**src/sv/ppd_pkg.sv**
```systemverilog
// ----------------------------------------------------------------------------
// Poll packet event decoder package
// Shared types, codes and sizing constants for the poll packet event decoder.
// ----------------------------------------------------------------------------
package ppd_pkg;

	// Protocol bytes and packet limits.
	localparam logic [7:0] POLL_BYTE = 8'h5a;
	localparam logic [7:0] ACK_BYTE  = 8'hc3;
	localparam logic [7:0] MAX_LEN   = 8'd9;

	// Address queue sizing.
	localparam int ADDR_DEPTH = 8;
	localparam int QIDX_W     = (ADDR_DEPTH > 1) ? $clog2(ADDR_DEPTH) : 1;
	localparam int COUNT_W    = 4;

	// Result kinds.
	typedef enum logic [1:0] {
		KIND_SEND  = 2'd0,
		KIND_ADDR  = 2'd1,
		KIND_FUNC  = 2'd2,
		KIND_ERROR = 2'd3
	} kind_t;

	// Error codes.
	typedef enum logic [1:0] {
		ERR_NONE     = 2'd0,
		ERR_CLAMPED  = 2'd1,
		ERR_OVERFLOW = 2'd2,
		ERR_SPARE    = 2'd3
	} err_t;

	// Packet receive phase.
	typedef enum logic [1:0] {
		PH_IDLE = 2'd0,
		PH_LEN  = 2'd1,
		PH_MASK = 2'd2,
		PH_DATA = 2'd3
	} phase_t;

	// Result sequencer states.
	typedef enum logic [1:0] {
		SQ_IDLE = 2'd0,
		SQ_READ = 2'd1,
		SQ_ADDR = 2'd2,
		SQ_FUNC = 2'd3
	} seq_state_t;

	// Write request into the address queue.
	typedef struct packed {
		logic              en;
		logic [QIDX_W-1:0] idx;
		logic [7:0]        data;
	} q_wr_t;

	// Read request into the address queue.
	typedef struct packed {
		logic              en;
		logic [QIDX_W-1:0] idx;
	} q_rd_t;

endpackage

```
**src/sv/ppd_queue.sv**
```systemverilog
// ----------------------------------------------------------------------------
// Address queue storage
// Small memory holding queued house and unit nibbles, with a registered read.
// ----------------------------------------------------------------------------
module ppd_queue (
	input  logic          clk,
	input  ppd_pkg::q_wr_t wr,
	input  ppd_pkg::q_rd_t rd,
	output logic [7:0]    rd_data
);
	import ppd_pkg::*;

	logic [7:0] mem_q [ADDR_DEPTH];
	logic [7:0] rd_data_q;

	// Write port.
	always_ff @(posedge clk) begin
		if (wr.en) begin
			mem_q[wr.idx] <= wr.data;
		end
	end

	// Registered read port; the data holds until the next read.
	always_ff @(posedge clk) begin
		if (rd.en) begin
			rd_data_q <= mem_q[rd.idx];
		end
	end

	assign rd_data = rd_data_q;

endmodule

```
**src/sv/poll_packet_event_decoder_top.sv**
```systemverilog
// ----------------------------------------------------------------------------
// Poll packet event decoder
// Decodes poll packets from a powerline interface link into send, address,
// function and error results.
// ----------------------------------------------------------------------------
// A direct result (acknowledge, error or function with an empty queue) is
// presented in the cycle after its beat is accepted. A function byte with
// queued addresses takes one queue read and one output load per address,
// then the load of the function result itself.
// Reset clears the phase, counters, sequencer and output valid; queue
// contents are undefined until written.
module poll_packet_event_decoder_top (
	input  logic       clk,
	input  logic       arst_n,
	input  logic       in_valid,
	output logic       in_stall,
	input  logic [7:0] rx_byte,
	output logic       out_valid,
	input  logic       out_stall,
	output logic [1:0] kind,
	output logic [7:0] tx_byte,
	output logic [3:0] house_code,
	output logic [3:0] unit_code,
	output logic [3:0] command,
	output logic [1:0] error_code,
	output logic       last
);
	import ppd_pkg::*;

	seq_state_t         st_q, st_d;
	phase_t             phase_q;
	logic [3:0]         bytes_left_q;
	logic [7:0]         function_mask_q;
	logic [3:0]         data_index_q;
	logic [COUNT_W-1:0] queue_count_q;
	logic [COUNT_W-1:0] rd_idx_q;
	logic [3:0]         func_house_q;
	logic [3:0]         func_cmd_q;

	logic       out_valid_q;
	logic [1:0] kind_q;
	logic [7:0] tx_byte_q;
	logic [3:0] house_q;
	logic [3:0] unit_q;
	logic [3:0] cmd_q;
	logic [1:0] err_q;
	logic       last_q;

	logic       in_acc;
	logic       out_free;
	logic       is_poll;
	logic       len_over;
	logic       mask_bit;
	logic       is_func;
	logic       is_addr;
	logic       q_full;
	logic       q_empty;
	logic       rd_final;
	logic [3:0] bytes_next;
	logic [7:0] rd_data;
	q_wr_t      q_wr;
	q_rd_t      q_rd;

	logic       out_load;
	kind_t      ld_kind;
	logic [7:0] ld_tx;
	logic [3:0] ld_house;
	logic [3:0] ld_unit;
	logic [3:0] ld_cmd;
	err_t       ld_err;
	logic       ld_last;

	// Handshake.
	assign out_free = !out_valid_q || !out_stall;
	assign in_stall = !((st_q == SQ_IDLE) && out_free);
	assign in_acc   = in_valid && !in_stall;

	// Byte decode against the current phase.
	assign is_poll    = (phase_q == PH_IDLE) && (rx_byte == POLL_BYTE);
	assign len_over   = (phase_q == PH_LEN) && (rx_byte > MAX_LEN);
	assign mask_bit   = function_mask_q[data_index_q[2:0]];
	assign is_func    = (phase_q == PH_DATA) && mask_bit;
	assign is_addr    = (phase_q == PH_DATA) && !mask_bit;
	assign q_full     = (queue_count_q == COUNT_W'(ADDR_DEPTH));
	assign q_empty    = (queue_count_q == '0);
	assign rd_final   = ((rd_idx_q + COUNT_W'(1)) == queue_count_q);
	assign bytes_next = bytes_left_q - 4'd1;

	// Queue access.
	assign q_wr.en   = in_acc && is_addr && !q_full;
	assign q_wr.idx  = queue_count_q[QIDX_W-1:0];
	assign q_wr.data = rx_byte;
	assign q_rd.en   = (st_q == SQ_READ);
	assign q_rd.idx  = rd_idx_q[QIDX_W-1:0];

	ppd_queue u_queue (
		.clk     (clk),
		.wr      (q_wr),
		.rd      (q_rd),
		.rd_data (rd_data)
	);

	// Sequencer next state.
	always_comb begin
		st_d = st_q;
		case (st_q)
			SQ_IDLE: begin
				if (in_acc && is_func && !q_empty) begin
					st_d = SQ_READ;
				end
			end
			SQ_READ: begin
				st_d = SQ_ADDR;
			end
			SQ_ADDR: begin
				if (out_free) begin
					st_d = rd_final ? SQ_FUNC : SQ_READ;
				end
			end
			SQ_FUNC: begin
				if (out_free) begin
					st_d = SQ_IDLE;
				end
			end
			default: begin
				st_d = SQ_IDLE;
			end
		endcase
	end

	// Sequencer outputs: which result is loaded into the output register.
	always_comb begin
		out_load = 1'b0;
		ld_kind  = KIND_SEND;
		ld_tx    = '0;
		ld_house = '0;
		ld_unit  = '0;
		ld_cmd   = '0;
		ld_err   = ERR_NONE;
		ld_last  = 1'b1;
		case (st_q)
			SQ_IDLE: begin
				if (in_acc) begin
					if (is_poll) begin
						out_load = 1'b1;
						ld_tx    = ACK_BYTE;
					end else if (len_over) begin
						out_load = 1'b1;
						ld_kind  = KIND_ERROR;
						ld_err   = ERR_CLAMPED;
					end else if (is_func && q_empty) begin
						out_load = 1'b1;
						ld_kind  = KIND_FUNC;
						ld_house = rx_byte[7:4];
						ld_cmd   = rx_byte[3:0];
					end else if (is_addr && q_full) begin
						out_load = 1'b1;
						ld_kind  = KIND_ERROR;
						ld_err   = ERR_OVERFLOW;
					end
				end
			end
			SQ_ADDR: begin
				if (out_free) begin
					out_load = 1'b1;
					ld_kind  = KIND_ADDR;
					ld_house = rd_data[7:4];
					ld_unit  = rd_data[3:0];
					ld_last  = 1'b0;
				end
			end
			SQ_FUNC: begin
				if (out_free) begin
					out_load = 1'b1;
					ld_kind  = KIND_FUNC;
					ld_house = func_house_q;
					ld_cmd   = func_cmd_q;
				end
			end
			default: begin
				out_load = 1'b0;
			end
		endcase
	end

	// Sequencer state register.
	always_ff @(posedge clk or negedge arst_n) begin
		if (!arst_n) begin
			st_q <= SQ_IDLE;
		end else begin
			st_q <= st_d;
		end
	end

	// Packet phase, counters and queue fill level.
	always_ff @(posedge clk or negedge arst_n) begin
		if (!arst_n) begin
			phase_q         <= PH_IDLE;
			bytes_left_q    <= '0;
			function_mask_q <= '0;
			data_index_q    <= '0;
			queue_count_q   <= '0;
			rd_idx_q        <= '0;
		end else begin
			if (in_acc) begin
				case (phase_q)
					PH_IDLE: begin
						if (is_poll) begin
							phase_q <= PH_LEN;
						end
					end
					PH_LEN: begin
						bytes_left_q <= len_over ? MAX_LEN[3:0] : rx_byte[3:0];
						phase_q      <= (rx_byte == 8'd0) ? PH_IDLE : PH_MASK;
					end
					PH_MASK: begin
						function_mask_q <= rx_byte;
						data_index_q    <= '0;
						bytes_left_q    <= bytes_next;
						phase_q         <= (bytes_next == 4'd0) ? PH_IDLE : PH_DATA;
					end
					PH_DATA: begin
						data_index_q <= data_index_q + 4'd1;
						bytes_left_q <= bytes_next;
						phase_q      <= (bytes_next == 4'd0) ? PH_IDLE : PH_DATA;
						if (is_addr && !q_full) begin
							queue_count_q <= queue_count_q + COUNT_W'(1);
						end
						if (is_func) begin
							rd_idx_q <= '0;
						end
					end
					default: begin
						phase_q <= PH_IDLE;
					end
				endcase
			end
			// Walk the queue, then empty it once the function is out.
			if ((st_q == SQ_ADDR) && out_free) begin
				rd_idx_q <= rd_idx_q + COUNT_W'(1);
			end
			if ((st_q == SQ_FUNC) && out_free) begin
				queue_count_q <= '0;
			end
		end
	end

	// Function byte held while the queued addresses go out.
	always_ff @(posedge clk) begin
		if (in_acc && is_func) begin
			func_house_q <= rx_byte[7:4];
			func_cmd_q   <= rx_byte[3:0];
		end
	end

	// Output register valid.
	always_ff @(posedge clk or negedge arst_n) begin
		if (!arst_n) begin
			out_valid_q <= 1'b0;
		end else if (out_load) begin
			out_valid_q <= 1'b1;
		end else if (!out_stall) begin
			out_valid_q <= 1'b0;
		end
	end

	// Output register payload.
	always_ff @(posedge clk) begin
		if (out_load) begin
			kind_q    <= ld_kind;
			tx_byte_q <= ld_tx;
			house_q   <= ld_house;
			unit_q    <= ld_unit;
			cmd_q     <= ld_cmd;
			err_q     <= ld_err;
			last_q    <= ld_last;
		end
	end

	assign out_valid  = out_valid_q;
	assign kind       = kind_q;
	assign tx_byte    = tx_byte_q;
	assign house_code = house_q;
	assign unit_code  = unit_q;
	assign command    = cmd_q;
	assign error_code = err_q;
	assign last       = last_q;

endmodule

```
**config.mk**
```make
export PLATFORM = sky130hd
export DESIGN_NAME = poll_packet_event_decoder_top
export DESIGN_NICKNAME = d
export VERILOG_FILES = /design/src/sv/ppd_pkg.sv /design/src/sv/ppd_queue.sv /design/src/sv/poll_packet_event_decoder_top.sv
export SDC_FILE = /design/constraint.sdc
export NUM_CORES = 1
export LEC_CHECK = 0
export BUFFER_PORTS_ARGS = -buffer_cell sky130_fd_sc_hd__buf_2
export CAP_MARGIN = 20
export CORE_MARGIN = 8
export CORE_UTILIZATION = 35
export DETAILED_ROUTE_END_ITERATION = 12
export GPL_ROUTABILITY_DRIVEN = 0
export SLEW_MARGIN = 25
export SYNTH_ARGS = -nofsm -noshare
export SYNTH_HDL_FRONTEND = slang
export SYNTH_SLANG_ARGS = --single-unit
```
**constraint.sdc**
```tcl
create_clock -name clk -period 10 [get_ports clk]
set_input_delay 2 -clock clk [delete_from_list [all_inputs] [get_ports clk]]
set_output_delay 2 -clock clk [all_outputs]
set_load 0.03 [all_outputs]
```
* Word level (Yosys, flattened, before mapping)
Memory sizes are Yosys's and may differ from the RTL's. A register that Yosys moved wholly into a read port is not among the register bits.
Cells that the tools add are included.
W data, S select, Z words.
** Storage, ports and cells
- Register bits :: 62
- RAM bits :: 64
- Input port bits :: 12
- Output and inout port bits :: 27
- Word-level logic and storage cells :: 148
- Memories kept :: 1
** Memories
- u_queue.mem_q :: depth 8, bits a word 8, rd ports 1, clocked after Yosys merged registers in 1, wr ports 1, RTL line ppd_queue.sv:13 : logic [7:0] mem_q [ADDR_DEPTH];
** Cells by class
- Add/subtract/negate cells :: 4
- $lt $le $gt $ge :: 2
- Equal/unequal tests :: 14
- Mux-type cells :: 59
- Bitwise gates (word level) :: 2
- Reduce and logical (&&, ||, !) cells :: 48
** Operators with widths (count)
- $mux W4 :: 20
- $mux W2 :: 14
- $pmux W4 S2 :: 3
- $reduce_bool A2 Y1 :: 8
- $logic_and A1 B1 Y1 :: 15
- $mux W1 :: 15
- $add A4 B1 Y4 const B :: 3
- $pmux W2 S3 :: 2
- $pmux W4 S3 :: 1
- $reduce_and A2 Y1 :: 6
- $reduce_and A3 Y1 :: 3
- $eq A2 B2 Y1 const B :: 4
- $eq A8 B7 Y1 const B :: 1
- $gt A8 B4 Y1 const B :: 1
- $logic_not A4 Y1 :: 2
- $logic_not A8 Y1 :: 1
- $mux W8 :: 1
- $pmux W2 S4 :: 1
- $logic_not A1 Y1 :: 6
- $ne A2 B2 Y1 const B :: 3
- $reduce_or A5 Y1 :: 1
- $eq A2 B1 Y1 const B :: 2
- $eq A4 B4 Y1 :: 1
- $eq A4 B4 Y1 const B :: 1
- other kinds (10) :: 14

* Depth between registers and ports, before layout
Gate-level depths: netlist (run 1).
- Word-level depth :: 12
- Gate-level depth with buffers :: 9
- Gate-level depth less buffers :: 7

* Cells and area by module
Synthesis (run 1) repeated with hierarchy kept, for this count alone.
** Unflattened totals
- Cells, all modules :: 365
- Area, all modules :: 5587.9 sq um
** By module, submodules not included
- poll_packet_event_decoder_top :: instances 1, cells each 251, area each 2816.5 sq um, seq. area each 1481.4 sq um
- ppd_queue :: instances 1, cells each 114, area each 2771.4 sq um, seq. area each 2162.1 sq um

* Least setup slack after synthesis (run 1)
Ideal clock, no wire load.
- Path type :: input -> register
- From :: input out_stall
- To :: register cmd_q[0], in the netlist command[0] (enable)
- Arrival time :: 4.011 ns
- Data required time :: 9.579 ns
- Setup slack :: 5.568 ns
- Stages :: 4
- Path buffers :: 0
- Path through :: a21boi_0 -> nor2_1 -> a21oi_1 -> a21boi_0
** On the way
- Cells in the longest elaborated chain, start to end :: 6
- Elaborated cells on any way between the ends :: 7
** RTL lines
- start, declared :: RTL line poll_packet_event_decoder_top.sv:19 : input logic out_stall,
- $logic_not A1 Y1 *
- $logic_or A1 B1 Y1 * :: RTL line poll_packet_event_decoder_top.sv:74 : assign out_free = !out_valid_q || !out_stall;
- $logic_and A1 B1 Y1 :: RTL line poll_packet_event_decoder_top.sv:75 : assign in_stall = !((st_q == SQ_IDLE) && out_free);
- $logic_and A1 B1 Y1 :: RTL line poll_packet_event_decoder_top.sv:76 : assign in_acc = in_valid && !in_stall;
- $mux W1 :: RTL line poll_packet_event_decoder_top.sv:143 : if (in_acc) begin
- $pmux W1 S2 * :: RTL line poll_packet_event_decoder_top.sv:141 : case (st_q)
- named net out_load :: RTL line poll_packet_event_decoder_top.sv:64 : logic out_load;
- end signal, assigned :: RTL line poll_packet_event_decoder_top.sv:274 : cmd_q <= ld_cmd;
- end, declared :: RTL line poll_packet_event_decoder_top.sv:45 : logic [3:0] cmd_q;
The timed path passes the listed nets; every way through them passes the cells marked *.
A chain may end at the register's enable or synchronous reset.

* Worst setup path in the final report (run 1)
- From :: input out_stall
- To :: output in_stall
** On the way
- Cells in the longest elaborated chain, start to end :: 4
** RTL lines
- $logic_not A1 Y1
- $logic_or A1 B1 Y1 :: RTL line poll_packet_event_decoder_top.sv:74
- $logic_and A1 B1 Y1 :: RTL line poll_packet_event_decoder_top.sv:75
- $logic_not A1 Y1 :: RTL line poll_packet_event_decoder_top.sv:75
- end, declared :: RTL line poll_packet_event_decoder_top.sv:16 : output logic in_stall,
Every way passes these cells.

==> results of run 1 <==
[sequential cells by signal, indices dropped and copies added (netlist names)]
name             cells
phase_q              2
unit_code            4
rd_idx_q             4
func_cmd_q           4
st_q                 2
func_house_q         4
function_mask_q      8
bytes_left_q         4
u_queue.rd_data      8
error_code           2
data_index_q         3
kind                 2
u_queue.mem_q       64
queue_count_q        4
out_valid            1
last                 1
command              4
tx_byte              1
house_code           4
[layout by cell type, fill, tap and decap left out, types with 3 or more instances in the layout]
cell	count
xnor2_1	8
dfrtp_1	28
nor3_1	4
nor2_1	14
nor2b_1	5
mux4_2	16
mux2i_1	5
nor4_1	3
bufinv_16	3
edfxtp_1	98
conb_1	4
inv_6	6
clkinv_1	3
nand4_1	9
buf_2	34
inv_1	9
nand2_1	29
a21oi_1	13
ha_1	10
nand3_1	3
nand2b_1	6
clkbuf_16	17
o21ai_0	13
nor3_2	3
buf_4	6
o21a_1	4
a22oi_1	6
o211ai_1	4
mux2_2	17
and2_1	5
[cell type report]
cell class / instances / area (um2) / share of cell area
clock buffers: 17 / 425.4 / 0.06442
clock inverters: 15 / 182.7 / 0.02766
inverters: 10 / 37.54 / 0.005684
multi-input cells: 219 / 1829 / 0.2770
flip-flops and latches: 126 / 3643 / 0.5517
well taps: 216 / 270.3 / 0.04092
repair buffers: 40 / 215.2 / 0.03259
[path summary, 6_finish.rpt]
path,startpoint,end,slack [ns],depth (start not counted)
setup reg to reg,st_q[1]$_DFFE_PN0P_,u_queue.mem_q[3][6]$_DFFE_PP_,6.93,7
min in group asynchronous,arst_n,function_mask_q[5]$_DFFE_PN0P_,1.63,1
hold reg to reg,function_mask_q[4]$_DFFE_PN0P_,function_mask_q[4]$_DFFE_PN0P_,0.50,1
max in group asynchronous,arst_n,queue_count_q[0]$_DFFE_PN0P_,7.92,1
hold / removal,function_mask_q[4]$_DFFE_PN0P_,function_mask_q[4]$_DFFE_PN0P_,0.50,1
setup / recovery,out_stall,in_stall,5.40,4
[metrics by stage]
step	std cells	instance area (um2)	power [mW]
2_1_floorplan	381	5630	1.323
4_1_cts	643	6591	2.117
5_1_grt	643	6604	2.218
3_3_place_gp	611	5973	1.469
6_report	643	6604	2.104
3_5_place_dp	611	5983	1.484
[critical path, stage by stage]
cell and delay [ns]:
buf_2 0.14, a21boi_2 0.23, inv_1 0.05, buf_2 0.18
[power groups by stage]
| stage | clock [mW] | sequential (mW) | combinational, mW |
|---|---|---|---|
| global route | 0.661 | 0.811 | 0.746 |
| global placement | 0 | 0.799 | 0.670 |
| detailed placement | 0 | 0.804 | 0.680 |
| floorplan | 0 | 0.819 | 0.504 |
| finish | 0.629 | 0.794 | 0.681 |
| CTS | 0.638 | 0.795 | 0.684 |
[kinds of logic after synthesis]
| group | after synthesis | share of synthesized area |
|---|---|---|
| XOR/XNOR | 9 | 0.01403 |
| AND/OR/NAND/NOR | 94 | 0.08795 |
| other | 1 | 0.0006674 |
| flip-flops | 126 | 0.6484 |
| multiplexers | 39 | 0.1098 |
| buffers and inverters | 36 | 0.03273 |
| AO/OA/AOI/OAI | 63 | 0.08417 |
| adder cells (fa/ha/maj) | 10 | 0.02227 |
[layer usage]
metal / wire [um] / track usage
met5: 0 / 0
met4: 195 / 0.05145
met3: 598 / 0.03439
met2: 6264 / 0.2214
met1: 4952 / 0.1427
==> reports/metrics.csv, run 1 <==
metric,value,unit
outcome,"complete, no violations",
area grow syn2layout,17.52,%
clk_skew,0.005058,ns
Startpoint Class,primary input,
Rel. slew slack,0.3798,
synth top area cells,"edfxtp_1 (52%), dfrtp_1 (12%), mux4_2 (6.4%)",
RSZ-0062 raised after global routing,false,
Tmin final,4.597,ns
Die H,142.7,um
sequential power share,0.377,
root buf cell,clkbuf_16,
combinational fraction of design power,0.324,
crit path max fanout,6,
Max-Cap Viols,0,
Power Internal,1.370,mW
effective utilization at floorplan,0.3563,
fin nets,436,
Hold Crit Class,reg2reg,
top cell type's share of synthesized area,0.5237,
period utilisation layout,0.4597,
worst-case clock buffer depth,2,
Vias,3272,
Final Worst Setup Slack,5.403,ns
Initial DRT Pass Iterations,4,
cell area after synthesis,5619,um2
final hold violations,0,
global-route wire length before repair,19090,um
Leak,2.318,nW
DRT antenna net count,0,
Post-synth EDFFs,98,
CTS tree,yes,
Commonest cells post-synth,"edfxtp_1 (98), nand2_1 (29), dfrtp_1 (28)",
clk slew on worst S/H paths,0.06,ns
drt total wl,12010,um
CP arrival,2.60,ns
worst slew pin tran,0.9269,ns
Max VDD drop,123.2,uV
clock share of power,0.299,
syn_area_per_cell,14.87,um2
Max Fclk,217.5,MHz
Port Buffer Count,34,
CTS resizes,0,
Worst Setup End Kind,output port,
Worst EP required,8.00,ns
wire per inst,18.68,um
largest net degree at the start of global routing,29,
DP HPWL,7842,um
insertion delay to the later sink of the worst-skew pair,0.41,ns
final core occ,0.4188,
I/O pin cnt,39,
setup repair bufs after CTS,0,
full die area,20360,um2
Yosys top cell by area,edfxtp_1,
total power per unit cell area,318.6,nW/um2
Yosys warning total,0,
Core Region,15770,um2
clock buffer count from CTS,17,
H-tree Lvls,4,
synth unique cells,58,
top-count cell post-synth,edfxtp_1,
Pins Over Slew Limit,0,
Overall Global Routing Usage,0.1263,
tightest hold margin,0.5030,ns
Fillers,1433,
"FFs w/ async S/R, synth",0.2222,
DRC viols,0,
gr ovfl total,0,
DR vias/cell,5.089,
Gate Count Post-Synth,378,
initial antenna violation count,0,
Clock Sinks,126,
hold-fix buffer count after cts,0,
setup violators final,0,
setup tns final,0,ns
Starting DRT DRC Count,254,
main flop type after synthesis,edfxtp_1,
ant diodes,0,
layout cells sized above 1,0.2763,
Switching Share,0.3487,
Net Sw Power,733.6,uW
Die X,142.7,um
register area share after synthesis,0.6484,
FP Rows,46,
"FF+latch count, synth",126,
vias in the first global route,3425,
Crit Path Category,in2out,
dpl ws,5.143,ns
Power figures use the tool's default switching activity.
==> run 2: changes to the inputs <==
--- a/config.mk
+++ b/config.mk
@@ -5,6 +5,7 @@
 export SDC_FILE = /design/constraint.sdc
 export NUM_CORES = 1
 export LEC_CHECK = 0
+export ABC_AREA = 1
 export BUFFER_PORTS_ARGS = -buffer_cell sky130_fd_sc_hd__buf_2
 export CAP_MARGIN = 20
 export CORE_MARGIN = 8
==> constraint.sdc (replaced) <==
create_clock -name clk -period 4.3 [get_ports clk]
set_input_delay 0.86 -clock clk [delete_from_list [all_inputs] [get_ports clk]]
set_output_delay 0.86 -clock clk [all_outputs]
set_load 0.03 [all_outputs]
==> run 2 against run 1 <==
  * Critical path depth is 6 higher
  * Global-route usage rose by 0.79 points
  * Cell count rose by 21%
  * Power up 120%
  * Area after synthesis is 1.0% lower
  * Count of clock-buffer cells in the layout up 7
  * Worst hold slack worse by 0.024 ns
  * First-iteration DRC count grew 38%
  * Utilization is 0.49 points lower
  * Non-clock buffer count down 3
  * Worst setup slack got worse by 3.7 ns
  * Combinational power up 120%
==> reports/metrics.csv, run 2 <==
metric,value,unit
setup tns final,0,ns
Hold Crit Class,in2async,
vias in the first global route,3724,
Max-Cap Viols,0,
Critical R2R Capture,u_queue.mem_q[1][3]$_DFFE_PP_,
syn_area_per_cell,10.88,um2
CTS tree,yes,
Initial DRT Pass Iterations,5,
total power per unit cell area,719.3,nW/um2
Worst EP required,4.34,ns
insertion delay to the later sink of the worst-skew pair,0.42,ns
effective utilization at floorplan,0.3539,
reg2reg path depth,10,
max reg flops,64,
clk_skew,0.008950,ns
Yosys warning total,0,
worst r2r src,st_q[1]$_DFFE_PN0P_,
worst-case clock buffer depth,2,
wire per inst,16.39,um
crit path max fanout,8,
Final Cell Area,6502,um2
worst slew pin tran,0.9537,ns
setup repair bufs after CTS,0,
most frequent cells in the layout,"edfxtp_1 (98), nor2_1 (85), nand2_1 (67)",
Pins Over Slew Limit,0,
fin nets,572,
setup violators final,0,
Crit path largest cell delay,0.63,ns
full die area,20180,um2
Yosys top cell by area,edfxtp_1,
root buf cell,clkbuf_16,
main flop type after synthesis,edfxtp_1,
Worst Setup End Kind,flip-flop,
critical path's most frequent cell,nand2_2,
hold-fix buffer count after cts,0,
area grow syn2layout,16.94,%
H-tree Lvls,4,
Leak,2.525,nW
drt total wl,12770,um
Die H,142.0,um
CP arrival,2.64,ns
synth unique cells,39,
Post-synth EDFFs,98,
Core Region,15710,um2
Port Buffer Count,34,
cell area after synthesis,5560,um2
FP Rows,46,
Crit Path Category,reg2reg,
RSZ-0062 raised after global routing,false,
DRC viols,0,
layout cells sized above 1,0.1545,
Overall Global Routing Usage,0.1342,
Startpoint Class,flip-flop,
Rel. slew slack,0.3635,
Largest Register,u_queue.mem_q,
crit-path cells,"inv_1, ha_1, nand2_2, nor2_8, nand2_2, nor2_2, nand2_2, nor2_1, inv_2, nor3_2",
top-count cell post-synth,edfxtp_1,
gr ovfl total,0,
DR vias/cell,4.911,
initial antenna violation count,0,
ant diodes,0,
period utilisation layout,0.6051,
Max Fclk,384.3,MHz
clk slew on worst S/H paths,0.05,ns
global-route wire length before repair,20510,um
Vias,3826,
register area share after synthesis,0.6553,
DRT antenna net count,0,
"setup slack, reg-to-reg",1.70,ns
slowest CP cell,nor3_2,
Max VDD drop,278.4,uV
Gate Count Post-Synth,511,
top cell type's share of synthesized area,0.5293,
Die X,142.0,um
Starting DRT DRC Count,350,
I/O pin cnt,39,
"FFs w/ async S/R, synth",0.2222,
largest net degree at the start of global routing,38,
outcome,"complete, no violations",
Clock Sinks,126,
synth top area cells,"edfxtp_1 (53%), dfrtp_1 (13%), nor2_1 (5.7%)",
clock buffer count from CTS,17,
Placed Area,5917,um2
Tmin final,2.602,ns
"FF+latch count, synth",126,
"most common cell after layout, fill and taps aside",edfxtp_1,
DP HPWL,8411,um
final hold violations,0,
Commonest cells post-synth,"edfxtp_1 (98), nor2_1 (85), nand2_1 (67)",
CTS resizes,0,
## run 2: cell types whose count changed in the layout (fill, tap and decap cells not counted), moves of 17 or more
cell and change:
inv_1 +30, o21ai_0 +36, nand3_1 +20, nand2_1 +38, nor2_1 +71, mux2_2 -17
## run 2: report_power, final
group	internal [mW]	switching [mW]	total, mW
Combinational	0.431	1.04	1.47
Sequential	1.63	0.154	1.78
Clock	0.935	0.492	1.43
Total	2.99	1.68	4.68
## run 2: worst max-delay path by stage
stage	from	slack [ns]	endpoint	cells after the start
2_1_floorplan	out_stall	1.66	u_queue.mem_q[0][0]$_DFFE_PP_	7
3_3_place_gp	rx_byte[3]	1.38	unit_code[3]$_SDFFCE_PN0P_	9
5_1_grt	rx_byte[3]	1.45	command[0]$_DFFE_PP_	9
4_1_cts	st_q[0]$_DFFE_PN0P_	1.67	u_queue.mem_q[1][3]$_DFFE_PP_	10
3_5_place_dp	rx_byte[4]	1.28	unit_code[0]$_SDFFCE_PN0P_	9
6_report	st_q[1]$_DFFE_PN0P_	1.70	u_queue.mem_q[1][3]$_DFFE_PP_	10
## run 2: logic make-up (layout without fill, tap and decap cells)
| family | after synthesis | after routing | synth area share |
|---|---|---|---|
| fa+ha+maj | 10 | 10 | 0.02250 |
| simple gates | 204 | 204 | 0.1631 |
| xor+xnor | 4 | 4 | 0.006302 |
| compound gates | 98 | 98 | 0.09744 |
| buf+inv | 67 | 116 | 0.05288 |
| flops | 126 | 126 | 0.6553 |
| mux | 1 | 1 | 0.001800 |
| other cells | 1 | 4 | 0.0006744 |
## run 2: metrics by stage
stage                     setup slack (ns)  total power [mW]  instances  hold WS, ns    util
after floorplan                      1.657             2.877        514       0.4861       -
after global placement               1.382             3.249        747       0.5208  0.3766
after detailed placement             1.280             3.279        747       0.5254  0.3766
after CTS                            1.672             4.708        779       0.5022  0.4138
after global routing                 1.454             4.966        779       0.5393  0.4138
final                                1.698             4.677        779       0.4787  0.4138
## run 2: per-layer routing
layer	up-vias	track usage	wire, um
li1	1839	-	-
met1	1853	0.1700	5684
met2	113	0.2167	6192
met3	21	0.03153	664
met4	0	0.05427	223
met5	-	0	0
## run 2: cell type report
| type | count | area, um2 |
|---|---|---|
| clock inverters | 8 | 113.9 |
| flip-flops and latches | 126 | 3643 |
| fillers | 1487 | 9210 |
| clock buffers | 24 | 471.7 |
| inverters | 47 | 176.4 |
| repair buffers | 37 | 192.7 |
| multi-input cells | 321 | 1634 |
| well taps | 216 | 270.3 |
## run 2: worst max-delay path: cells and delay by family (launching register included)
| kind | cells | cell delay, ns |
|---|---|---|
| fa+ha+maj | 1 | 0.21 |
| simple gates | 7 | 1.41 |
| flops | 1 | 0.44 |
| buf+inv | 2 | 0.18 |
==> run 3: changes to the inputs <==
--- a/config.mk
+++ b/config.mk
@@ -5,7 +5,7 @@
 export SDC_FILE = /design/constraint.sdc
 export NUM_CORES = 1
 export LEC_CHECK = 0
-export ABC_AREA = 1
+export ABC_AREA = 0
 export BUFFER_PORTS_ARGS = -buffer_cell sky130_fd_sc_hd__buf_2
 export CAP_MARGIN = 20
 export CORE_MARGIN = 8
==> constraint.sdc (replaced) <==
create_clock -name clk -period 2.4 [get_ports clk]
set_input_delay 0.48 -clock clk [delete_from_list [all_inputs] [get_ports clk]]
set_output_delay 0.48 -clock clk [all_outputs]
set_load 0.03 [all_outputs]
==> run 3 against run 2 <==
  * Global-route usage fell by 0.43 points
  * Worst hold slack got worse by 0.37 ns
  * Final area increased by 9.0%
  * Non-clock buffer count rose by 49
  * Sequential power up 78%
  * Highest routed layer unchanged
==> reports/metrics.csv, run 3 (synthesized netlist as in run 1, its figures left out) <==
metric,value,unit
outcome,"complete, no violations",
max reg flops,64,
Vias,3467,
fin cells,689,
wire per inst,18.39,um
Hold Crit Class,in2async,
worst slew pin tran,0.6858,ns
Max Fclk,442.0,MHz
Starting DRT DRC Count,227,
RSZ-0062 raised after global routing,false,
dpl ws,-0.08176,ns
H-tree Lvls,4,
global-route wire length before repair,19750,um
worst-case clock buffer depth,2,
Leak,2.580,nW
final core occ,0.4495,
setup violators final,0,
vias in the first global route,3570,
ant diodes,0,
Die H,142.7,um
drt total wl,12670,um
root buf cell,clkbuf_16,
clk_skew,0.01037,ns
crit path max fanout,8,
Max-Cap Viols,0,
total power per unit cell area,1313,nW/um2
gr ovfl total,0,
clock buffer count from CTS,17,
Max VDD drop,469.0,uV
DRC viols,0,
Pins Over Slew Limit,0,
Port Buffer Count,34,
I/O pin cnt,39,
FP Rows,46,
Tmin final,2.262,ns
Rel. slew slack,0.5428,
full die area,20360,um2
fin nets,482,
area grow syn2layout,26.16,%
Crit Path Category,reg2reg,
Core Region,15770,um2
layout cells sized above 1,0.3594,
initial antenna violation count,0,
most frequent cells in the layout,"edfxtp_1 (98), buf_4 (45), buf_2 (34)",
Largest Register,u_queue.mem_q,
Inst Count DP,654,
tightest hold margin,0.1134,ns
Clock Sinks,126,
largest net degree at the start of global routing,29,
DP HPWL,8940,um
Final Worst Setup Slack,0.1376,ns
"most common cell after layout, fill and taps aside",edfxtp_1,
CTS tree,yes,
Die X,142.7,um
DR vias/cell,5.032,
worst r2r src,data_index_q[0]$_DFFE_PN0P_,
effective utilization at floorplan,0.3563,
Initial DRT Pass Iterations,4,
final hold violations,0,
DRT antenna net count,0,
clk slew on worst S/H paths,0.06,ns
insertion delay to the later sink of the worst-skew pair,0.41,ns
Overall Global Routing Usage,0.1299,
Worst EP required,2.52,ns
period utilisation layout,0.9427,
Worst Setup End Kind,flip-flop,
Startpoint Class,flip-flop,
overall power,9.308,mW
CP arrival,2.38,ns
launch point of the worst path,data_index_q[0]$_DFFE_PN0P_,
-- run 3: layer usage --
layer / vias to the layer above / routed length [um] / track usage
met1: 1754 / 5362 / 0.1570
met4: 0 / 144 / 0.05928
met3: 11 / 724 / 0.02337
met5: - / 0 / 0
met2: 97 / 6437 / 0.2217
li1: 1605 / - / -
-- run 3: area by class of cell --
class                      instances  area [um2]
inverter                          10       37.54
clock inverter                    15       210.2
sequential                       126        3645
fill                            1389        8681
timing repair buffer              86       639.4
tap                              216       270.3
multi-input combinational        219        1862
clock buffer                      17       425.4
-- run 3: per-stage QoR --
stage | TNS (ns) | area, um2
after global placement | -0.3500 | 6400
after floorplan | -5.235 | 5677
after global routing | 0 | 7089
after detailed placement | -1.455 | 6400
final | 0 | 7089
after CTS | 0 | 7036
-- run 3: final timing paths --
check | to | slack (ns) | cells past startpoint
max | u_queue.mem_q[6][0]$_DFFE_PP_ | 0.14 | 6
min | queue_count_q[0]$_DFFE_PN0P_ | 0.11 | 1
max reg2reg | u_queue.mem_q[6][0]$_DFFE_PP_ | 0.14 | 6
min reg2reg | function_mask_q[2]$_DFFE_PN0P_ | 0.50 | 1
max in group asynchronous | data_index_q[0]$_DFFE_PN0P_ | 1.81 | 1
min in group clk | out_valid$_DFFE_PN0P_ | 0.45 | 3
-- run 3: repair_timing --
item / in CTS / in global routing
hold buffers: 0 / 0
setup endpoints to repair: 0 / 55
buffers inserted: 0 / 3
resized for setup: 0 / 6
-- run 3: power breakdown --
group	leakage, nW	switching (mW)	internal (mW)
Clock	0.304	0.984	1.76
Combinational	1.04	1.92	1.47
Sequential	1.24	0.254	2.92
-- run 3: critical path, stage by stage (launching register included) --
cell and delay, ns:
dfrtp_2 0.47, mux2_4 0.33, a2bb2oi_4 0.20, a221oi_2 0.31, nand2_1 0.23, nor3b_4 0.26
buf_12 0.16
